## src/gcvf_pkg.sv

```systemverilog
// Shared types and constants for the gesture class vote filter.
// No dependencies; used by the top level and the checker.
package gcvf_pkg;

  localparam int HISTORY_LEN_DEF = 8;
  localparam int CLASS_COUNT_DEF = 10;

  localparam int CODE_W  = 5;
  localparam int TIME_W  = 32;
  localparam int HOLD_W  = 16;
  localparam int VOTE_W  = 4;
  localparam int ENTRY_W = 4;
  localparam int DIGIT_W = 4;

  localparam int S_TDATA_W = 40;  // class_code, now_ms, zero fill
  localparam int M_TDATA_W = 8;   // toggle, backspace, digit_valid, digit, zero fill

  localparam int CFG_IDX_W  = 2;
  localparam int CFG_DATA_W = 16;

  localparam logic [CFG_IDX_W-1:0] CFG_SHORT_HOLD = 2'd0;
  localparam logic [CFG_IDX_W-1:0] CFG_LONG_HOLD  = 2'd1;
  localparam logic [CFG_IDX_W-1:0] CFG_MIN_VOTES  = 2'd2;

  localparam logic [HOLD_W-1:0] SHORT_HOLD_RST = 16'd500;
  localparam logic [HOLD_W-1:0] LONG_HOLD_RST  = 16'd2000;
  localparam logic [VOTE_W-1:0] MIN_VOTES_RST  = 4'd2;

  localparam logic [CODE_W-1:0]  CTRL_CODE   = 5'd10;
  localparam logic [CODE_W-1:0]  FAIL_CODE   = 5'b11110;
  localparam logic [ENTRY_W-1:0] EMPTY_ENTRY = 4'hF;
  localparam logic [DIGIT_W-1:0] NO_REPORT   = 4'hF;

endpackage

```

## src/gcvf_ram.sv

```systemverilog
// Generic single-write, single-read RAM with registered read data.
// No dependencies; holds the vote history.
module gcvf_ram #(
  parameter int WIDTH = 4,
  parameter int DEPTH = 8
) (
  input  logic                     clk,
  input  logic                     we,
  input  logic [$clog2(DEPTH)-1:0] waddr,
  input  logic [WIDTH-1:0]         wdata,
  input  logic                     re,
  input  logic [$clog2(DEPTH)-1:0] raddr,
  output logic [WIDTH-1:0]         rdata
);

  logic [WIDTH-1:0] mem [DEPTH];

  always_ff @(posedge clk) begin
    if (we) begin
      mem[waddr] <= wdata;
    end
    if (re) begin
      rdata <= mem[raddr];
    end
  end

endmodule

```

## src/gesture_class_vote_filter_unit.sv

```systemverilog
// Gesture class vote filter: one verdict beat in, one result beat out. A read failure or a
// control verdict goes from ST_CMP straight to ST_DONE; any other verdict passes through
// ST_DEC, ST_INC, ST_SCAN and ST_VOTE, the scan walking the class counts one per cycle
// through the shared read port of the count file. A new beat is taken only in ST_IDLE,
// once the result of the last one is loaded into the output register. A result still
// waiting in the output register does not stop the next beat being accepted, but that
// beat holds in ST_DONE until the register frees.
// No clearing pass after reset: the history reads as empty until its first wrap, tracked
// by a flag.
// Depends on gcvf_pkg and gcvf_ram.
module gesture_class_vote_filter_unit #(
  parameter int HISTORY_LEN = gcvf_pkg::HISTORY_LEN_DEF,
  parameter int CLASS_COUNT = gcvf_pkg::CLASS_COUNT_DEF
) (
  input  logic                            clk,
  input  logic                            rst,
  input  logic                            s_tvalid,
  output logic                            s_tready,
  input  logic [gcvf_pkg::S_TDATA_W-1:0]  s_tdata,   // [4:0] class_code, [36:5] now_ms
  output logic                            m_tvalid,
  input  logic                            m_tready,
  output logic [gcvf_pkg::M_TDATA_W-1:0]  m_tdata,   // [0] toggle, [1] backspace,
                                                     // [2] digit_valid, [6:3] digit
  input  logic                            cfg_we,
  input  logic [gcvf_pkg::CFG_IDX_W-1:0]  cfg_index,
  input  logic [gcvf_pkg::CFG_DATA_W-1:0] cfg_data
);

  import gcvf_pkg::*;

  localparam int SLOT_W = $clog2(HISTORY_LEN);
  localparam int CNT_W  = $clog2(HISTORY_LEN + 1);
  localparam int CI_W   = $clog2(CLASS_COUNT);
  localparam int CMP_W  = (CNT_W > VOTE_W) ? CNT_W : VOTE_W;

  typedef enum logic [6:0] {
    ST_IDLE = 7'b0000001,
    ST_CMP  = 7'b0000010,
    ST_DEC  = 7'b0000100,
    ST_INC  = 7'b0001000,
    ST_SCAN = 7'b0010000,
    ST_VOTE = 7'b0100000,
    ST_DONE = 7'b1000000
  } state_t;

  typedef enum logic [1:0] {
    KIND_FAIL  = 2'd0,
    KIND_CTRL  = 2'd1,
    KIND_CLASS = 2'd2,
    KIND_NONE  = 2'd3
  } kind_t;

  state_t state;

  logic [HOLD_W-1:0] short_hold_ms;
  logic [HOLD_W-1:0] long_hold_ms;
  logic [VOTE_W-1:0] min_votes;

  logic [CNT_W-1:0]   counts [CLASS_COUNT];
  logic [SLOT_W-1:0]  slot;
  logic               filled;
  logic [DIGIT_W-1:0] last_rep;
  logic [TIME_W-1:0]  hold_start;
  logic               hold_active;

  kind_t              kind;
  logic [ENTRY_W-1:0] code_idx;
  logic [TIME_W-1:0]  now_q;
  logic [TIME_W-1:0]  diff;
  logic [ENTRY_W-1:0] old_q;
  logic [ENTRY_W-1:0] scan_i;
  logic [ENTRY_W-1:0] lead;
  logic [CNT_W-1:0]   lead_cnt;

  logic               res_toggle;
  logic               res_bksp;
  logic               res_dv;
  logic [DIGIT_W-1:0] res_digit;

  logic [CODE_W-1:0]  in_code;
  logic [TIME_W-1:0]  in_now;
  logic               accept;
  kind_t              in_kind;

  logic [ENTRY_W-1:0] cnt_idx;
  logic [CNT_W-1:0]   cnt_rd;
  logic [ENTRY_W-1:0] hist_rd;
  logic [ENTRY_W-1:0] hist_wdata;
  logic [ENTRY_W-1:0] old_entry;
  logic               out_free;

  assign in_code  = s_tdata[CODE_W-1:0];
  assign in_now   = s_tdata[CODE_W +: TIME_W];
  assign s_tready = (state == ST_IDLE);
  assign accept   = s_tvalid && s_tready;
  assign out_free = !m_tvalid || m_tready;

  // Control is tested before the class range so a colliding class never wins.
  always_comb begin
    priority if (in_code == FAIL_CODE) begin
      in_kind = KIND_FAIL;
    end else if (in_code == CTRL_CODE) begin
      in_kind = KIND_CTRL;
    end else if (!in_code[CODE_W-1] && (in_code[ENTRY_W-1:0] < ENTRY_W'(CLASS_COUNT))) begin
      in_kind = KIND_CLASS;
    end else begin
      in_kind = KIND_NONE;
    end
  end

  // One read port on the count file, steered by the sequencer.
  always_comb begin
    unique case (state)
      ST_DEC:  cnt_idx = old_q;
      ST_INC:  cnt_idx = code_idx;
      default: cnt_idx = scan_i;
    endcase
    if (cnt_idx < ENTRY_W'(CLASS_COUNT)) begin
      cnt_rd = counts[cnt_idx[CI_W-1:0]];
    end else begin
      cnt_rd = '0;
    end
  end

  assign old_entry  = filled ? hist_rd : EMPTY_ENTRY;
  assign hist_wdata = (kind == KIND_CLASS) ? code_idx : EMPTY_ENTRY;

  gcvf_ram #(
    .WIDTH (ENTRY_W),
    .DEPTH (HISTORY_LEN)
  ) u_hist (
    .clk   (clk),
    .we    (state == ST_DEC),
    .waddr (slot),
    .wdata (hist_wdata),
    .re    (accept),
    .raddr (slot),
    .rdata (hist_rd)
  );

  always_ff @(posedge clk) begin
    if (rst) begin
      short_hold_ms <= SHORT_HOLD_RST;
      long_hold_ms  <= LONG_HOLD_RST;
      min_votes     <= MIN_VOTES_RST;
    end else if (cfg_we) begin
      case (cfg_index)
        CFG_SHORT_HOLD: short_hold_ms <= cfg_data;
        CFG_LONG_HOLD:  long_hold_ms  <= cfg_data;
        CFG_MIN_VOTES:  min_votes     <= cfg_data[VOTE_W-1:0];
        default: ;
      endcase
    end
  end

  always_ff @(posedge clk) begin
    if (rst) begin
      state       <= ST_IDLE;
      slot        <= '0;
      filled      <= 1'b0;
      last_rep    <= NO_REPORT;
      hold_start  <= '0;
      hold_active <= 1'b0;
      m_tvalid    <= 1'b0;
      for (int i = 0; i < CLASS_COUNT; i++) begin
        counts[i] <= '0;
      end
    end else begin
      if ((state == ST_DONE) && out_free) begin
        m_tvalid <= 1'b1;
      end else if (m_tready) begin
        m_tvalid <= 1'b0;
      end
      unique case (state)
        ST_IDLE: begin
          if (accept) begin
            kind       <= in_kind;
            code_idx   <= in_code[ENTRY_W-1:0];
            now_q      <= in_now;
            diff       <= hold_active ? (in_now - hold_start) : '0;
            res_toggle <= 1'b0;
            res_bksp   <= 1'b0;
            res_dv     <= 1'b0;
            res_digit  <= '0;
            state      <= ST_CMP;
          end
        end
        ST_CMP: begin
          old_q <= old_entry;
          unique case (kind)
            KIND_FAIL: begin
              state <= ST_DONE;
            end
            KIND_CTRL: begin
              if (diff > {{(TIME_W-HOLD_W){1'b0}}, long_hold_ms}) begin
                res_toggle  <= 1'b1;
                hold_active <= 1'b0;
              end else if (!hold_active) begin
                hold_active <= 1'b1;
                hold_start  <= now_q;
              end
              state <= ST_DONE;
            end
            default: begin
              res_bksp <= (diff > {{(TIME_W-HOLD_W){1'b0}}, short_hold_ms}) &&
                          (diff < {{(TIME_W-HOLD_W){1'b0}}, long_hold_ms});
              hold_active <= 1'b0;
              state       <= ST_DEC;
            end
          endcase
        end
        ST_DEC: begin
          // Drop the vote that leaves the window; a zero count stays zero.
          if ((old_q < ENTRY_W'(CLASS_COUNT)) && (cnt_rd != '0)) begin
            counts[cnt_idx[CI_W-1:0]] <= cnt_rd - CNT_W'(1);
          end
          state <= ST_INC;
        end
        ST_INC: begin
          if (kind == KIND_CLASS) begin
            counts[cnt_idx[CI_W-1:0]] <= cnt_rd + CNT_W'(1);
          end
          if (slot == SLOT_W'(HISTORY_LEN - 1)) begin
            slot   <= '0;
            filled <= 1'b1;
          end else begin
            slot <= slot + SLOT_W'(1);
          end
          scan_i   <= '0;
          lead     <= '0;
          lead_cnt <= '0;
          state    <= ST_SCAN;
        end
        ST_SCAN: begin
          // Strict compare keeps the lowest class on a tie.
          if (cnt_rd > lead_cnt) begin
            lead     <= scan_i;
            lead_cnt <= cnt_rd;
          end
          if (scan_i == ENTRY_W'(CLASS_COUNT - 1)) begin
            state <= ST_VOTE;
          end else begin
            scan_i <= scan_i + ENTRY_W'(1);
          end
        end
        ST_VOTE: begin
          if (CMP_W'(lead_cnt) > CMP_W'(min_votes)) begin
            if (lead != last_rep) begin
              last_rep  <= lead;
              res_dv    <= 1'b1;
              res_digit <= lead;
            end
          end else begin
            last_rep <= NO_REPORT;
          end
          state <= ST_DONE;
        end
        ST_DONE: begin
          // Hold here until the output register is free.
          if (out_free) begin
            m_tdata <= {1'b0, res_digit, res_dv, res_bksp, res_toggle};
            state   <= ST_IDLE;
          end
        end
        default: state <= ST_IDLE;
      endcase
    end
  end

endmodule

```

## config.mk

```make
export PLATFORM = sky130hd
export DESIGN_NAME = gesture_class_vote_filter_unit
export DESIGN_NICKNAME = d
export VERILOG_FILES = /design/src/gcvf_pkg.sv /design/src/gcvf_ram.sv /design/src/gesture_class_vote_filter_unit.sv
export SDC_FILE = /design/constraint.sdc
export NUM_CORES = 1
export LEC_CHECK = 0
export CAP_MARGIN = 20
export CORE_ASPECT_RATIO = 0.6
export CORE_UTILIZATION = 60
export DETAILED_ROUTE_END_ITERATION = 16
export DONT_BUFFER_PORTS = 1
export HOLD_SLACK_MARGIN = 0.05
export PLACE_DENSITY = 0.76
export SYNTH_ARGS = -nofsm -noshare
export SYNTH_HDL_FRONTEND = slang
export SYNTH_SLANG_ARGS = --single-unit
```

## constraint.sdc

```tcl
create_clock -name clk -period 13 [get_ports clk]
set_input_delay 1.3 -clock clk [delete_from_list [all_inputs] [get_ports clk]]
set_output_delay 1.3 -clock clk [all_outputs]
set_load 0.01 [all_outputs]
```

## After elaboration in Yosys (flattened, before gate mapping)

Memories as Yosys holds them, arrays and structs flattened. A register that Yosys moved wholly into a read port is not among the register bits.
Cells that the tools add are included.

| operators by class | value |
|---|---|
| add/sub/neg operators | 5 |
| $lt $le $gt $ge | 8 |
| equality and inequality tests | 27 |
| mux-type cells | 51 |
| bitwise logic cells | 5 |
| reductions and logical operators | 34 |

Operators with widths:

| kind | number |
|---|---|
| $gt 32x16->1 | 2 |
| $pmux 7 s7 | 1 |
| $mux 4 | 12 |
| $pmux 4 s2 | 5 |
| $lt 32x16->1 | 1 |
| $sub 32x32->32 | 1 |
| $mux 7 | 4 |
| $mux 1 | 24 |
| $ne 2x2->1 const B | 9 |
| $reduce_and 3->1 | 5 |
| $reduce_and 2->1 | 7 |
| $lt 4x4->1 const B | 3 |
| $reduce_and 5->1 | 2 |
| $add 4x1->4 const B | 2 |
| $gt 4x4->1 | 2 |
| $pmux 1 s2 | 4 |
| $reduce_and 4->1 | 2 |
| $reduce_bool 2->1 | 4 |
| $eq 7x1->1 const B | 1 |
| $eq 7x2->1 const B | 1 |
| $eq 7x3->1 const B | 1 |
| $eq 7x4->1 const B | 1 |
| $eq 7x5->1 const B | 1 |
| $eq 7x6->1 const B | 1 |
| 21 further kinds | 34 |

| word-level totals | value |
|---|---|
| bits in registers | 185 |
| bits in writable memories | 72 |
| input bits | 63 |
| logic and storage cells | 156 |
| memories kept | 2 |

Memories:

| memory | depth | bits a word | rd ports | clocked after memory_dff | wr ports | RTL line | RTL |
|---|---|---|---|---|---|---|---|
| counts | 10 | 4 | 1 | 0 | 10 | gesture_class_vote_filter_unit.sv:59 | `logic [CNT_W-1:0] counts [CLASS_COUNT];` |
| u_hist.mem | 8 | 4 | 1 | 1 | 1 | gcvf_ram.sv:16 | `logic [WIDTH-1:0] mem [DEPTH];` |

## Longest topological paths before layout

| logic depth | value |
|---|---|
| word-level depth | 13 |
| depth in mapped cells | 16 |

## By module

Synthesis repeated with hierarchy kept, for this count alone.

| unflattened totals | value |
|---|---|
| cell total of the unflattened synthesis | 1,211 |
| area, all modules | 13,161.4 um^2 |

Modules (own cells, without submodules):

| module | instances | cells an instance | area each (um^2) | sequential area each (um^2) |
|---|---|---|---|---|
| gesture_class_vote_filter_unit | 1 | 1,148 | 11,751.3 | 5,905.7 |
| gcvf_ram | 1 | 63 | 1,410.1 | 1,081.0 |

## Least setup slack after synthesis

No wires, ideal clock.

| path | value |
|---|---|
| kind | input to register |
| from | in rst |
| to | reg code_idx[0], enable pin |
| setup time | 499 ps |
| arrival | 4,680 ps |
| data required time | 12,501 ps |
| setup slack | 7,822 ps |
| stages | 3 |
| cell sequence | clkbuf_1 -> buf_1 -> nor2_1 |

| on the way | value |
|---|---|
| word-level cells in the longest chain between the ends | 2 |

RTL lines:

| what | RTL line | RTL |
|---|---|---|
| from (decl) | gesture_class_vote_filter_unit.sv:16 | `input logic rst,` |
| $not 1->1 (no source line) | - |  |
| $reduce_and 3->1 (no source line) | - |  |
| to (signal assigned) | gesture_class_vote_filter_unit.sv:178 | `code_idx <= in_code[ENTRY_W-1:0];` |
| to (decl) | gesture_class_vote_filter_unit.sv:67 | `logic [ENTRY_W-1:0] code_idx;` |

No other way between the ends.
A chain may end at the register's enable or synchronous reset.

==> metrics.cfg <==
[yosys]
synth_ff_type = edfxtp_1
ys_seq_area_share_pct = 53.7
syn_inst = 1235
synthArstFlopShare_pct = 0
postSynthAreaPerCell_um2 = 10.5
ys_types = 71
synth-seq-cells = 261
yosysWarnings = 0
synth_nets = 1377
synth_edf_count = 176
synth_area_um2 = 13000

[place]
dpl.hpwl_um = 20800
routabilityCongestion = 0.896
numPortBuffers = 0
place_area_um2 = 13200

[worst_setup_path]
slowest_delay_ps = 760
end_kind = flip-flop
crit_chain = or3_1 > o41ai_2 > a211o_1 > a221oi_1 > a311oi_1 > o31ai_1 > and4_4 > o41ai_4 > nand2_1 > o21ai_0
start_kind = flip-flop
cp_max_fo = 16
cpMaxStageDelayCell = o41ai_2
crit_family = compound AO/OA/AOI/OAI gates
arrival_ps = 5450
worstPathRequired_ps = 13160
path_class = reg -> reg
cp.depth = 10
crit_buf_inv = 0
r2r_cells = 10

[route]
routed_wl_um = 29200
via_count = 9224
drtAntennaViolNets = 0
drt-initial-drc-count = 990
via_per_inst = 6.09
firstDrtPassIters = 7
post-route-drc-count = 0
routedWlPerCell_um = 19.3

[clocking]
path_clk_slew_ps = 60
clk_path_buf_depth = 3
htree_levels = 1
root_buffer = clkbuf_16
clock_latency_ps = 540
cts_hold_buf = 0
cts_buffers = 25
post_cts_buffers = 0
cts_tree = yes
cts_sinks = 261
cts_resized = 0

[cells_and_area]
final_cell_mix = edfxtp_1, nor2_1, nand2_1
drive_above_1_share_pct = 5.66
layout_commonest_cell = edfxtp_1
nets = 1359
n_antenna_cell = 0
fill_cells = 1592
syn_to_final_growth_pct = 8.19
final_cell_area_um2 = 14100

[floorplanning]
die_area_um2 = 22300
fp-row-count = 41
coreArea_um2 = 21100
initial_core_util_pct = 61.6
die_height_um = 116
num_io_pins = 73
die_x_um = 192

[timing]
relSlewSlack_pct = 30.8
rsz0062_at_grt = no
clock.fmax_mhz = 189
fin_crit_sh_pct = 40.7
fin_setup_tns_ps = 0
whs_ps = 418
setup_viol = 0
hold_viol_final = 0
worst_pin_slew_ps = 1030
finalCriticalPeriod_ps = 5290
fin_skew_ps = 15.6
slew_viol_final = 0

[outcome]
status = complete, no violations

[global_routing]
grt_max_degree = 76
grtUsageTotal_pct = 26.6
grt.met1_usage_pct = 42.1
grt_pass1_vias = 8491
top_usage_layer = met1
grt_use_met2_pct = 36.4
grt_pass1_wl_um = 45900
use_met3_pct = 7.00
gr-total-overflow = 0
grt_antenna_before_repair = 0

[job]
cap_violations = 0

[pwr]
total_power_mw = 1.84
pwr_density_cell_nw_per_um2 = 131
vdd_drop_max_uv = 110
p_leak_nw = 5.14

[worst_hold_path]
hold_class = reg -> reg
hold_depth = 0

## final timing paths
| kind | startpoint | to | slack (ps) |
|---|---|---|---|
| worst max register to register | state[6] | counts[0][0] | 7710 |
| worst min-delay path | res_digit[2] | m_tdata[5] | 420 |
| worst max-delay path | state[6] | counts[0][0] | 7710 |
| worst min register to register | res_digit[2] | m_tdata[5] | 420 |
## report_power, final
part           switching, mW  internal, mW
clock                  0.314         0.447
combinational         0.0998        0.0512
sequential            0.0124         0.917
## logic make-up after synthesis
logic type	count (synthesis)	share of synthesized area, %
AND/OR/NAND/NOR	408	14.8
flip-flops	261	53.7
AO/OA/AOI/OAI	243	12.7
buffers and inverters	156	4.69
adder cells (fa/ha/maj)	79	7.71
multiplexers	55	4.25
XOR/XNOR	32	2.15
other	1	0.0288
## routing by layer
layer | up-vias | wire length, um
met5 | - | 0
met3 | 39 | 3100
li1 | 4429 | -
met4 | 0 | 387
met1 | 4336 | 14200
met2 | 420 | 11500
## synth_stat cells, drive strengths merged (19+ instances only)
cell type | instances | share of area (%)
nor2 | 141 | 4.1
edfxtp | 176 | 41
inv | 102 | 2.9
a21o | 24 | 1.4
o21ai | 42 | 1.6
nand3 | 19 | 0.73
nand2 | 105 | 3.0
ha | 77 | 7.4
dfxtp | 85 | 13
xor2 | 21 | 1.4
clkbuf | 42 | 1.2
a21oi | 68 | 2.6
nor4 | 24 | 1.2
nor3 | 26 | 1.0
mux2i | 53 | 4.1
## registers in the layout, indices dropped and copies added (netlist names), 2 cells and up
register,flops
code_idx,4
counts,40
diff,32
hold_start,32
kind,2
last_rep,4
lead,4
lead_cnt,4
long_hold_ms,16
m_tdata,7
min_votes,4
now_q,32
old_q,4
res_digit,4
scan_i,4
short_hold_ms,16
slot,3
state,7
u_hist.mem,32
u_hist.rdata,4
## cell type report
class                   instances  area (um2)  share of cell area, %
clock buffers                  31         669                   4.75
multi-input cells             818        5440                   38.7
repair buffers                  9        67.6                  0.480
flip-flops and latches        261        6990                   49.6
clock inverters                15         183                   1.30
well taps                     279         349                   2.48
inverters                     102         383                   2.72
## worst reg2reg max path, cell delays in order (launching register included)
cell,delay (ps)
dfxtp_1,360
or3_1,580
o41ai_2,760
a211o_1,560
a221oi_1,200
a311oi_1,480
o31ai_1,250
and4_4,280
o41ai_4,510
nand2_1,330
o21ai_0,620
## metrics by stage
| stage | std cells | util [%] | setup WS, ps |
|---|---|---|---|
| floorplan | 1235 | - | 7820 |
| global placement | 1469 | 62.6 | 8080 |
| detailed placement | 1469 | 62.6 | 7890 |
| CTS | 1515 | 66.6 | 7860 |
| global route | 1515 | 66.6 | 7410 |
| finish | 1515 | 66.6 | 7710 |
No activity file was read; power rests on OpenSTA's default activity.
